[config.mk]
export PLATFORM = sky130hd
export DESIGN_NAME = word_at_a_time_string_hash
export DESIGN_NICKNAME = d
export VERILOG_FILES = /design/src/sv/wath_pkg.sv /design/src/sv/wath_front.sv /design/src/sv/wath_mul.sv /design/src/sv/wath_back.sv /design/src/sv/word_at_a_time_string_hash.sv
export SDC_FILE = /design/constraint.sdc
export NUM_CORES = 2
export LEC_CHECK = 0
export ABC_AREA = 1
export BUFFER_PORTS_ARGS = -buffer_cell sky130_fd_sc_hd__buf_2
export CAP_MARGIN = 10
export CORE_ASPECT_RATIO = 1.4
export CORE_MARGIN = 1
export CORE_UTILIZATION = 40
export DETAILED_ROUTE_END_ITERATION = 10
export REMOVE_ABC_BUFFERS = 1
export SETUP_SLACK_MARGIN = 0.15
export SLEW_MARGIN = 0
export SYNTH_ARGS = -nofsm -noshare
export SYNTH_HDL_FRONTEND = slang
export SYNTH_HIERARCHICAL = 1
export SYNTH_SLANG_ARGS = --single-unit
[constraint.sdc]
create_clock -name i_clk -period 9.14 [get_ports i_clk]
set_input_delay 0.457 -clock i_clk [delete_from_list [all_inputs] [get_ports i_clk]]
set_output_delay 0.457 -clock i_clk [all_outputs]
set_load 0.05 [all_outputs]
[src/sv/wath_pkg.sv]
`timescale 1ns / 1ps
// ----------------------------------------------------------------------------
// wath_pkg
// Shared constants, item kinds and the queued operation type of the
// word-at-a-time string hash.
// ----------------------------------------------------------------------------
package wath_pkg;

    localparam logic [63:0] GOLDEN_MUL  = 64'h9E37_79B9_7F4A_7C15;
    localparam logic [63:0] SEED_OFFSET = 64'hCBF2_9CE4_8422_2325;
    localparam int          WORD_SHIFT  = 29;
    localparam int          FIN_SHIFT   = 32;
    localparam int          WORD_BYTES  = 8;

    // default depth of the queue between front and back
    localparam int          QUEUE_DEPTH = 2;

    // what a word does to the running hash
    localparam logic [1:0]  KIND_NONE = 2'd0;
    localparam logic [1:0]  KIND_FULL = 2'd1;
    localparam logic [1:0]  KIND_TAIL = 2'd2;

    typedef struct packed {
        logic [63:0] word;        // already masked to its valid bytes
        logic [1:0]  kind;
        logic        first;
        logic        last;
        logic [31:0] key_length;
    } t_op;

endpackage

[src/sv/wath_front.sv]
`timescale 1ns / 1ps
// ----------------------------------------------------------------------------
// wath_front
// Accepts input transactions, masks the word to its valid bytes, classifies
// it and holds it in a small queue for the back end.
// ----------------------------------------------------------------------------
module wath_front #(
    parameter int DEPTH = wath_pkg::QUEUE_DEPTH
) (
    input  logic             i_clk,
    input  logic             i_rst_n,
    input  logic             i_valid,
    output logic             o_ready,
    input  logic [63:0]      i_word,
    input  logic [3:0]       i_byte_count,
    input  logic             i_first,
    input  logic             i_last,
    input  logic [31:0]      i_key_length,
    output logic             o_op_valid,
    output wath_pkg::t_op    o_op,
    input  logic             i_op_pop
);

    localparam int IDX_W = (DEPTH > 1) ? $clog2(DEPTH) : 1;
    localparam int CNT_W = $clog2(DEPTH + 1);

    wath_pkg::t_op    r_mem [DEPTH];
    logic [IDX_W-1:0] r_wr, n_wr;
    logic [IDX_W-1:0] r_rd, n_rd;
    logic [CNT_W-1:0] r_cnt, n_cnt;

    wath_pkg::t_op    w_op;
    logic [63:0]      w_masked;
    logic             w_push;
    logic             w_pop;

    // keep byte i only when it lies below the byte count
    always_comb begin
        for (int i = 0; i < 8; i++) begin
            w_masked[8*i +: 8] = (4'(i) < i_byte_count) ? i_word[8*i +: 8] : 8'h00;
        end
    end

    always_comb begin
        w_op.word       = w_masked;
        w_op.first      = i_first;
        w_op.last       = i_last;
        w_op.key_length = i_key_length;
        if (i_byte_count == 4'd0) begin
            w_op.kind = wath_pkg::KIND_NONE;
        end else if (i_byte_count >= 4'(wath_pkg::WORD_BYTES)) begin
            w_op.kind = wath_pkg::KIND_FULL;
        end else begin
            w_op.kind = wath_pkg::KIND_TAIL;
        end
    end

    assign o_ready    = (r_cnt != CNT_W'(DEPTH));
    assign o_op_valid = (r_cnt != '0);
    assign o_op       = r_mem[r_rd];
    assign w_push     = i_valid & o_ready;
    assign w_pop      = i_op_pop & o_op_valid;

    always_comb begin
        n_wr  = r_wr;
        n_rd  = r_rd;
        n_cnt = r_cnt;
        if (w_push) begin
            n_wr = (r_wr == IDX_W'(DEPTH - 1)) ? '0 : r_wr + 1'b1;
        end
        if (w_pop) begin
            n_rd = (r_rd == IDX_W'(DEPTH - 1)) ? '0 : r_rd + 1'b1;
        end
        unique case ({w_push, w_pop})
            2'b10:   n_cnt = r_cnt + 1'b1;
            2'b01:   n_cnt = r_cnt - 1'b1;
            default: n_cnt = r_cnt;
        endcase
    end

    always_ff @(posedge i_clk) begin
        if (!i_rst_n) begin
            r_wr  <= '0;
            r_rd  <= '0;
            r_cnt <= '0;
        end else begin
            r_wr  <= n_wr;
            r_rd  <= n_rd;
            r_cnt <= n_cnt;
        end
    end

    always_ff @(posedge i_clk) begin
        if (w_push) begin
            r_mem[r_wr] <= w_op;
        end
    end

endmodule

[src/sv/wath_mul.sv]
`timescale 1ns / 1ps
// ----------------------------------------------------------------------------
// wath_mul
// Low 64 bits of an operand times the golden multiplier, built from one
// shared 32x32 multiplier over four passes.
// ----------------------------------------------------------------------------
module wath_mul (
    input  logic        i_clk,
    input  logic        i_rst_n,
    input  logic        i_start,
    input  logic [63:0] i_a,
    output logic        o_busy,
    output logic        o_done,
    output logic [63:0] o_prod
);

    localparam logic [1:0] STEP_LL = 2'd0;   // a.lo * g.lo
    localparam logic [1:0] STEP_HL = 2'd1;   // a.hi * g.lo, low half only
    localparam logic [1:0] STEP_LH = 2'd2;   // a.lo * g.hi, low half only
    localparam logic [1:0] STEP_END = 2'd3;

    logic        r_busy;
    logic        r_done;
    logic [1:0]  r_step;
    logic [63:0] r_a;
    logic [63:0] r_prod;
    logic [63:0] r_acc;

    logic [31:0] w_x;
    logic [31:0] w_y;
    logic [63:0] w_prod;

    assign w_x    = (r_step == STEP_HL) ? r_a[63:32] : r_a[31:0];
    assign w_y    = (r_step == STEP_LH) ? wath_pkg::GOLDEN_MUL[63:32]
                                        : wath_pkg::GOLDEN_MUL[31:0];
    assign w_prod = w_x * w_y;

    assign o_busy = r_busy;
    assign o_done = r_done;
    assign o_prod = r_acc;

    always_ff @(posedge i_clk) begin
        if (!i_rst_n) begin
            r_busy <= 1'b0;
            r_done <= 1'b0;
            r_step <= STEP_LL;
        end else begin
            r_done <= 1'b0;
            if (i_start) begin
                r_busy <= 1'b1;
                r_step <= STEP_LL;
            end else if (r_busy) begin
                r_step <= r_step + 1'b1;
                if (r_step == STEP_END) begin
                    r_busy <= 1'b0;
                    r_done <= 1'b1;
                end
            end
        end
    end

    // each pass after the first folds in the product registered by the pass before
    always_ff @(posedge i_clk) begin
        if (i_start) begin
            r_a <= i_a;
        end else if (r_busy) begin
            r_prod <= w_prod;
            unique case (r_step)
                STEP_LL:  r_acc <= r_acc;
                STEP_HL:  r_acc <= r_prod;
                STEP_LH:  r_acc[63:32] <= r_acc[63:32] + r_prod[31:0];
                STEP_END: r_acc[63:32] <= r_acc[63:32] + r_prod[31:0];
            endcase
        end
    end

endmodule

[src/sv/wath_back.sv]
`timescale 1ns / 1ps
// ----------------------------------------------------------------------------
// wath_back
// Takes queued operations, seeds, absorbs and finalizes the running hash
// through the shared multiplier, and holds the result in an output register.
// ----------------------------------------------------------------------------
module wath_back (
    input  logic             i_clk,
    input  logic             i_rst_n,
    input  logic             i_op_valid,
    input  wath_pkg::t_op    i_op,
    output logic             o_op_pop,
    output logic             o_mul_start,
    output logic [63:0]      o_mul_a,
    input  logic             i_mul_done,
    input  logic [63:0]      i_mul_prod,
    output logic             o_valid,
    input  logic             i_ready,
    output logic [63:0]      o_hash_value
);

    localparam logic [2:0] S_IDLE = 3'd0;
    localparam logic [2:0] S_SEED = 3'd1;
    localparam logic [2:0] S_ABS  = 3'd2;
    localparam logic [2:0] S_WMUL = 3'd3;
    localparam logic [2:0] S_POST = 3'd4;
    localparam logic [2:0] S_FMUL = 3'd5;
    localparam logic [2:0] S_EMIT = 3'd6;

    logic [2:0]    r_state, n_state;
    wath_pkg::t_op r_op, n_op;
    logic [63:0]   r_x, n_x;
    logic [63:0]   r_h, n_h;
    logic [63:0]   r_fin, n_fin;
    logic [63:0]   r_out, n_out;
    logic          r_ov, n_ov;

    always_comb begin
        n_state     = r_state;
        n_op        = r_op;
        n_x         = r_x;
        n_h         = r_h;
        n_fin       = r_fin;
        n_out       = r_out;
        n_ov        = r_ov & ~i_ready;
        o_op_pop    = 1'b0;
        o_mul_start = 1'b0;
        o_mul_a     = r_x;
        unique case (r_state)
            S_IDLE: begin
                if (i_op_valid) begin
                    o_op_pop = 1'b1;
                    n_op     = i_op;
                    if (i_op.first) begin
                        o_mul_start = 1'b1;
                        o_mul_a     = {32'h0, i_op.key_length};
                        n_state     = S_SEED;
                    end else begin
                        n_x     = r_h;
                        n_state = S_ABS;
                    end
                end
            end
            S_SEED: begin
                if (i_mul_done) begin
                    n_x     = wath_pkg::SEED_OFFSET ^ i_mul_prod;
                    n_state = S_ABS;
                end
            end
            S_ABS: begin
                if (r_op.kind == wath_pkg::KIND_NONE) begin
                    n_state = S_POST;
                end else begin
                    o_mul_start = 1'b1;
                    o_mul_a     = r_x ^ r_op.word;
                    n_state     = S_WMUL;
                end
            end
            S_WMUL: begin
                if (i_mul_done) begin
                    // tail words skip the xor-shift
                    if (r_op.kind == wath_pkg::KIND_FULL) begin
                        n_x = i_mul_prod ^ (i_mul_prod >> wath_pkg::WORD_SHIFT);
                    end else begin
                        n_x = i_mul_prod;
                    end
                    n_state = S_POST;
                end
            end
            S_POST: begin
                n_h = r_x;
                if (r_op.last) begin
                    o_mul_start = 1'b1;
                    o_mul_a     = r_x ^ (r_x >> wath_pkg::FIN_SHIFT);
                    n_state     = S_FMUL;
                end else begin
                    n_state = S_IDLE;
                end
            end
            S_FMUL: begin
                if (i_mul_done) begin
                    n_fin   = i_mul_prod ^ (i_mul_prod >> wath_pkg::WORD_SHIFT);
                    n_state = S_EMIT;
                end
            end
            S_EMIT: begin
                if (!r_ov || i_ready) begin
                    n_out   = r_fin;
                    n_ov    = 1'b1;
                    n_state = S_IDLE;
                end
            end
            default: begin
                n_state = S_IDLE;
            end
        endcase
    end

    always_ff @(posedge i_clk) begin
        if (!i_rst_n) begin
            r_state <= S_IDLE;
            r_ov    <= 1'b0;
            r_h     <= '0;
        end else begin
            r_state <= n_state;
            r_ov    <= n_ov;
            r_h     <= n_h;
        end
    end

    always_ff @(posedge i_clk) begin
        r_op  <= n_op;
        r_x   <= n_x;
        r_fin <= n_fin;
        r_out <= n_out;
    end

    assign o_valid      = r_ov;
    assign o_hash_value = r_out;

endmodule

[src/sv/word_at_a_time_string_hash.sv]
`timescale 1ns / 1ps
// ----------------------------------------------------------------------------
// word_at_a_time_string_hash
// 64-bit multiplicative hash of a byte key streamed as little-endian words.
// ----------------------------------------------------------------------------
// A key arrives as one or more transactions of up to eight bytes; tuser marks
// the first one (it seeds the hash from key_length) and tlast the final one,
// which yields one 64-bit hash on the master side. Each 64-bit product is
// formed by one shared 32x32 multiplier in four passes; a word with bytes
// needs one product in the back end, a first word one more for the seed and
// a last word one more for the finalizer. A queue of QUEUE_DEPTH entries
// lets the slave side keep accepting while the back end works, and the
// output register lets the next key start while a hash waits to be taken.
// ----------------------------------------------------------------------------
module word_at_a_time_string_hash #(
    parameter int QUEUE_DEPTH = wath_pkg::QUEUE_DEPTH
) (
    input  logic         i_clk,
    input  logic         i_rst_n,
    input  logic         i_s_axis_tvalid,
    output logic         o_s_axis_tready,
    // word [63:0], byte_count [67:64], key_length [99:68], zero [103:100]
    input  logic [103:0] i_s_axis_tdata,
    // first [0]
    input  logic         i_s_axis_tuser,
    input  logic         i_s_axis_tlast,
    output logic         o_m_axis_tvalid,
    input  logic         i_m_axis_tready,
    // hash_value [63:0]
    output logic [63:0]  o_m_axis_tdata
);

    wath_pkg::t_op w_op;
    logic          w_op_valid;
    logic          w_op_pop;
    logic          w_mul_start;
    logic [63:0]   w_mul_a;
    logic          w_mul_busy;
    logic          w_mul_done;
    logic [63:0]   w_mul_prod;

    wath_front #(
        .DEPTH (QUEUE_DEPTH)
    ) u_front (
        .i_clk        (i_clk),
        .i_rst_n      (i_rst_n),
        .i_valid      (i_s_axis_tvalid),
        .o_ready      (o_s_axis_tready),
        .i_word       (i_s_axis_tdata[63:0]),
        .i_byte_count (i_s_axis_tdata[67:64]),
        .i_first      (i_s_axis_tuser),
        .i_last       (i_s_axis_tlast),
        .i_key_length (i_s_axis_tdata[99:68]),
        .o_op_valid   (w_op_valid),
        .o_op         (w_op),
        .i_op_pop     (w_op_pop)
    );

    wath_mul u_mul (
        .i_clk   (i_clk),
        .i_rst_n (i_rst_n),
        .i_start (w_mul_start),
        .i_a     (w_mul_a),
        .o_busy  (w_mul_busy),
        .o_done  (w_mul_done),
        .o_prod  (w_mul_prod)
    );

    wath_back u_back (
        .i_clk        (i_clk),
        .i_rst_n      (i_rst_n),
        .i_op_valid   (w_op_valid),
        .i_op         (w_op),
        .o_op_pop     (w_op_pop),
        .o_mul_start  (w_mul_start),
        .o_mul_a      (w_mul_a),
        .i_mul_done   (w_mul_done),
        .i_mul_prod   (w_mul_prod),
        .o_valid      (o_m_axis_tvalid),
        .i_ready      (i_m_axis_tready),
        .o_hash_value (o_m_axis_tdata)
    );

    // the multiplier is never restarted while a product is in flight
    a_mul_start_idle: assert property (@(posedge i_clk) disable iff (!i_rst_n)
        w_mul_start |-> !w_mul_busy)
        else $error("multiplier started while busy");

    // completion is a single-cycle pulse
    a_mul_done_pulse: assert property (@(posedge i_clk) disable iff (!i_rst_n)
        w_mul_done |=> !w_mul_done)
        else $error("multiplier done held for more than one cycle");

    // the back end only takes an operation the queue actually holds
    a_pop_nonempty: assert property (@(posedge i_clk) disable iff (!i_rst_n)
        w_op_pop |-> w_op_valid)
        else $error("queue popped while empty");

endmodule
==> results by group <==
Die
  • Core Footprint: 148100 um^2
  • IO Pins: 176
  • Die Y: 459.7 um
  • DIE WIDTH: about 330 um
  • Die ar.: 151200 um^2
  • Row count: 167
  • Starting Density: 0.4040

Cells and area
  • Nets: 8040
  • Synthesis-to-layout area growth: 12.08%
  • Share of cells above drive strength 1: 0.1202

CTS
  • CTS root buf: clkbuf_16
  • CTS tree: done
  • Clock transition at path regs: 0.07 ns
  • CTS resizes: 0
  • Clk_lat worst skew: 0.66 ns
  • Clock sink total: 728
  • Htree depth: 2
  • TritonCTS buffer count: roughly 60
  • CTS max path bufs: 3

Worst setup path
  • Arr. time, crit path: 8.77 ns
  • CP Launch Type: flop
  • Crit path required time: 9.50 ns
  • Slowest cell on crit path: fa_1
  • CP max stage delay: 0.55 ns
  • Critical path peak fanout: 8
  • Crit Path Class: flop to flop
  • R2R setup slack: 0.73 ns
  • Endpoint class of the critical path: flop

Drt
  • Drc violations: 21
  • Total iterations of the first detailed-routing run: 11
  • Via count: 44680
  • Vias per cell: between 5 and 6
  • Drt first-iter violations: 3020
  • WL final: 205300 um
  • Routed Antenna Nets: 0
  • Mean routed wirelength per cell: 23.10 um

Yosys
  • Synth Instances: approximately 6500
  • #FFs+latches synth: 728
  • Number of enable flip-flop cells after synthesis: approximately 650
  • Cell area after synthesis: 59850 um^2
  • Share of the synthesized area in the top cell type: 0.3266
  • Ys flop type: edfxtp_1
  • Count leader, synth: inv_1
  • Area leader, netlist: edfxtp_1
  • Synth cell count leaders: 1472 x inv_1, 1393 x nand2_1, 651 x edfxtp_1
  • Synth area leaders: edfxtp_1 33%, fa_1 19%, ha_1 9.7%
  • Synth Area per Inst: 9.253 um^2
  • Sequential share of the synthesized area: 0.3524
  • Netlist cell types: 58
  • YS warnings: 6
  • Async set or reset register ratio after synthesis: 0

Timing
  • Fin. Hold Viols: 0
  • Setup-failing EPs final: 0
  • Setup tns final: 0 ns
  • Tightest Pin Transition: 1.037 ns
  • Clk_skew: 0.03200 ns
  • Fmax: approximately 120 MHz
  • Pins Over Slew Limit: 0
  • Crit path time final: about 8.4 ns
  • Final Cycle Share: 0.9199
  • Unrepaired setup endpoints after global routing: false
  • Slew headroom: 0.3084

Global routing
  • First-pass GRT wire length: roughly 300000 um
  • GRT overflow: 0
  • Vias in the first global route: ~47000
  • Initial antenna violation count: 6
  • Largest net degree at the start of global routing: 71
  • Gr usage total: 0.2735

Run status
  • Status: complete, but fails checks
  • Failing checks: design-rule violations

Place
  • GPL Wtd Cong: 1.019
  • Port bufs: 171
  • Detail Placement HPWL: 170200 um

Min path
  • Tightest Hold Check Type: primary input to flop

Run
  • Max-cap violations: 0
[flip-flops by register name, summed over array words and instances (netlist names), named ones only]
| signal | flops |
|---|---|
| u_front/r_mem | 200 |
| u_back/r_op | 67 |
| u_back/o_hash_value | 64 |
| u_back/r_fin | 64 |
| u_back/r_h | 64 |
| u_back/r_x | 64 |
| u_mul/o_prod | 64 |
| u_mul/r_a | 64 |
| u_mul/r_prod | 64 |
| u_back/r_state | 3 |
| u_front/r_cnt | 2 |
| u_mul/r_step | 2 |
| u_back/o_valid | 1 |
| u_front/r_rd | 1 |
| u_front/r_wr | 1 |
| u_mul/o_busy | 1 |
| u_mul/o_done | 1 |
[cells by family (layout without fill, tap and decap cells)]
logic type	after synthesis	count (layout)	share of synthesized area
xor+xnor	101	101	0.01516
simple gates	2184	2184	0.1500
compound gates	624	624	0.06102
other cells	2	24	0.0001255
mux	101	101	0.01919
buf+inv	1687	2138	0.1117
fa+ha+maj	1042	1042	0.2904
flops	728	728	0.3524
[placed cells by master (no fill, tap or decap), types with 8 or more instances in the layout]
cell / instances
fa_1: 579
inv_1: 1470
clkinvlp_4: 12
o21ai_4: 10
buf_2: 171
nor2_4: 14
nand3_1: 201
conb_1: 23
inv_6: 9
edfxtp_1: 651
xnor2_1: 19
nor2_1: 397
a211oi_1: 21
o211ai_1: 75
buf_4: 275
nor2_2: 25
dlygate4sd3_1: 34
o21ai_1: 17
clkbuf_16: 62
nand2_1: 1391
nand4_1: 63
o21ai_2: 17
a21oi_1: 205
o21bai_1: 20
nor3_1: 22
o21ai_0: 229
xor2_1: 79
clkinv_2: 8
inv_2: 58
or2_2: 12
ha_1: 461
mux2_2: 100
clkbuf_1: 9
nand2_2: 12
dfxtp_1: 76
or2_1: 23
[metal layers]
metal  GRT usage  part of all wire  vias to the layer above  wire [um]
li1            -                 -                    21070          -
met1      0.2875              0.35                    21680      72850
met2      0.5000              0.51                     1393     105000
met3     0.02529             0.043                      538       8771
met4      0.2088             0.091                        2      18630
met5           0          0.000063                        -         13
[worst max-delay path, delay by kind of cell (launching register included)]
kind | cells | cell delay [ns]
AO/OA/AOI/OAI | 1 | 0.54
adder cells (fa/ha/maj) | 10 | 4.36
flip-flops | 1 | 0.39
buffers and inverters | 7 | 1.04
AND/OR/NAND/NOR | 10 | 1.76
[worst paths after layout]
| check | end | cells after the start | from |
|---|---|---|---|
| setup reg to reg | u_mul/r_prod[56] | 28 | u_mul/r_step[1] |
| hold reg to reg | u_back/o_hash_value[42] | 0 | u_back/r_fin[42] |
| hold / removal | u_front/r_mem[0][97] | 3 | i_s_axis_tdata[61] |
| setup / recovery | u_mul/r_prod[56] | 28 | u_mul/r_step[1] |
[stage by stage]
stage	utilization	instance area [um^2]	setup slack, ns	instances	hold slack, ns
after CTS	0.4528	67090	0.7390	8884	0.07889
final	0.4529	67090	0.7321	8885	0.1066
after floorplan	-	59020	-1.076	6338	0.4003
after global routing	0.4529	67090	0.3048	8885	0.1075
after global placement	0.4362	64630	0.7701	8734	0.4040
after detailed placement	0.4362	64630	0.7935	8734	0.4045
[final cells by class]
type                    instances  area [um^2]
diodes                          1        2.502
clock buffers                  73         1613
clock inverters                43        504.2
fillers                     14230        81060
inverters                    1535         5772
multi-input cells            4075        32270
flip-flops and latches        728        21090
well taps                    1943         2431
repair buffers                487         3401
[what timing repair did]
action / 4_1_cts / 5_1_grt
hold endpoints to repair: 68 / 0
hold buffers: 34 / 0
setup buffers: 0 / 0
endpoints found under the setup margin: 0 / 0
Power is left out: the tool's default activity adds up to more than one toggle a clock period on the data nets, which glitch-free logic cannot reach.
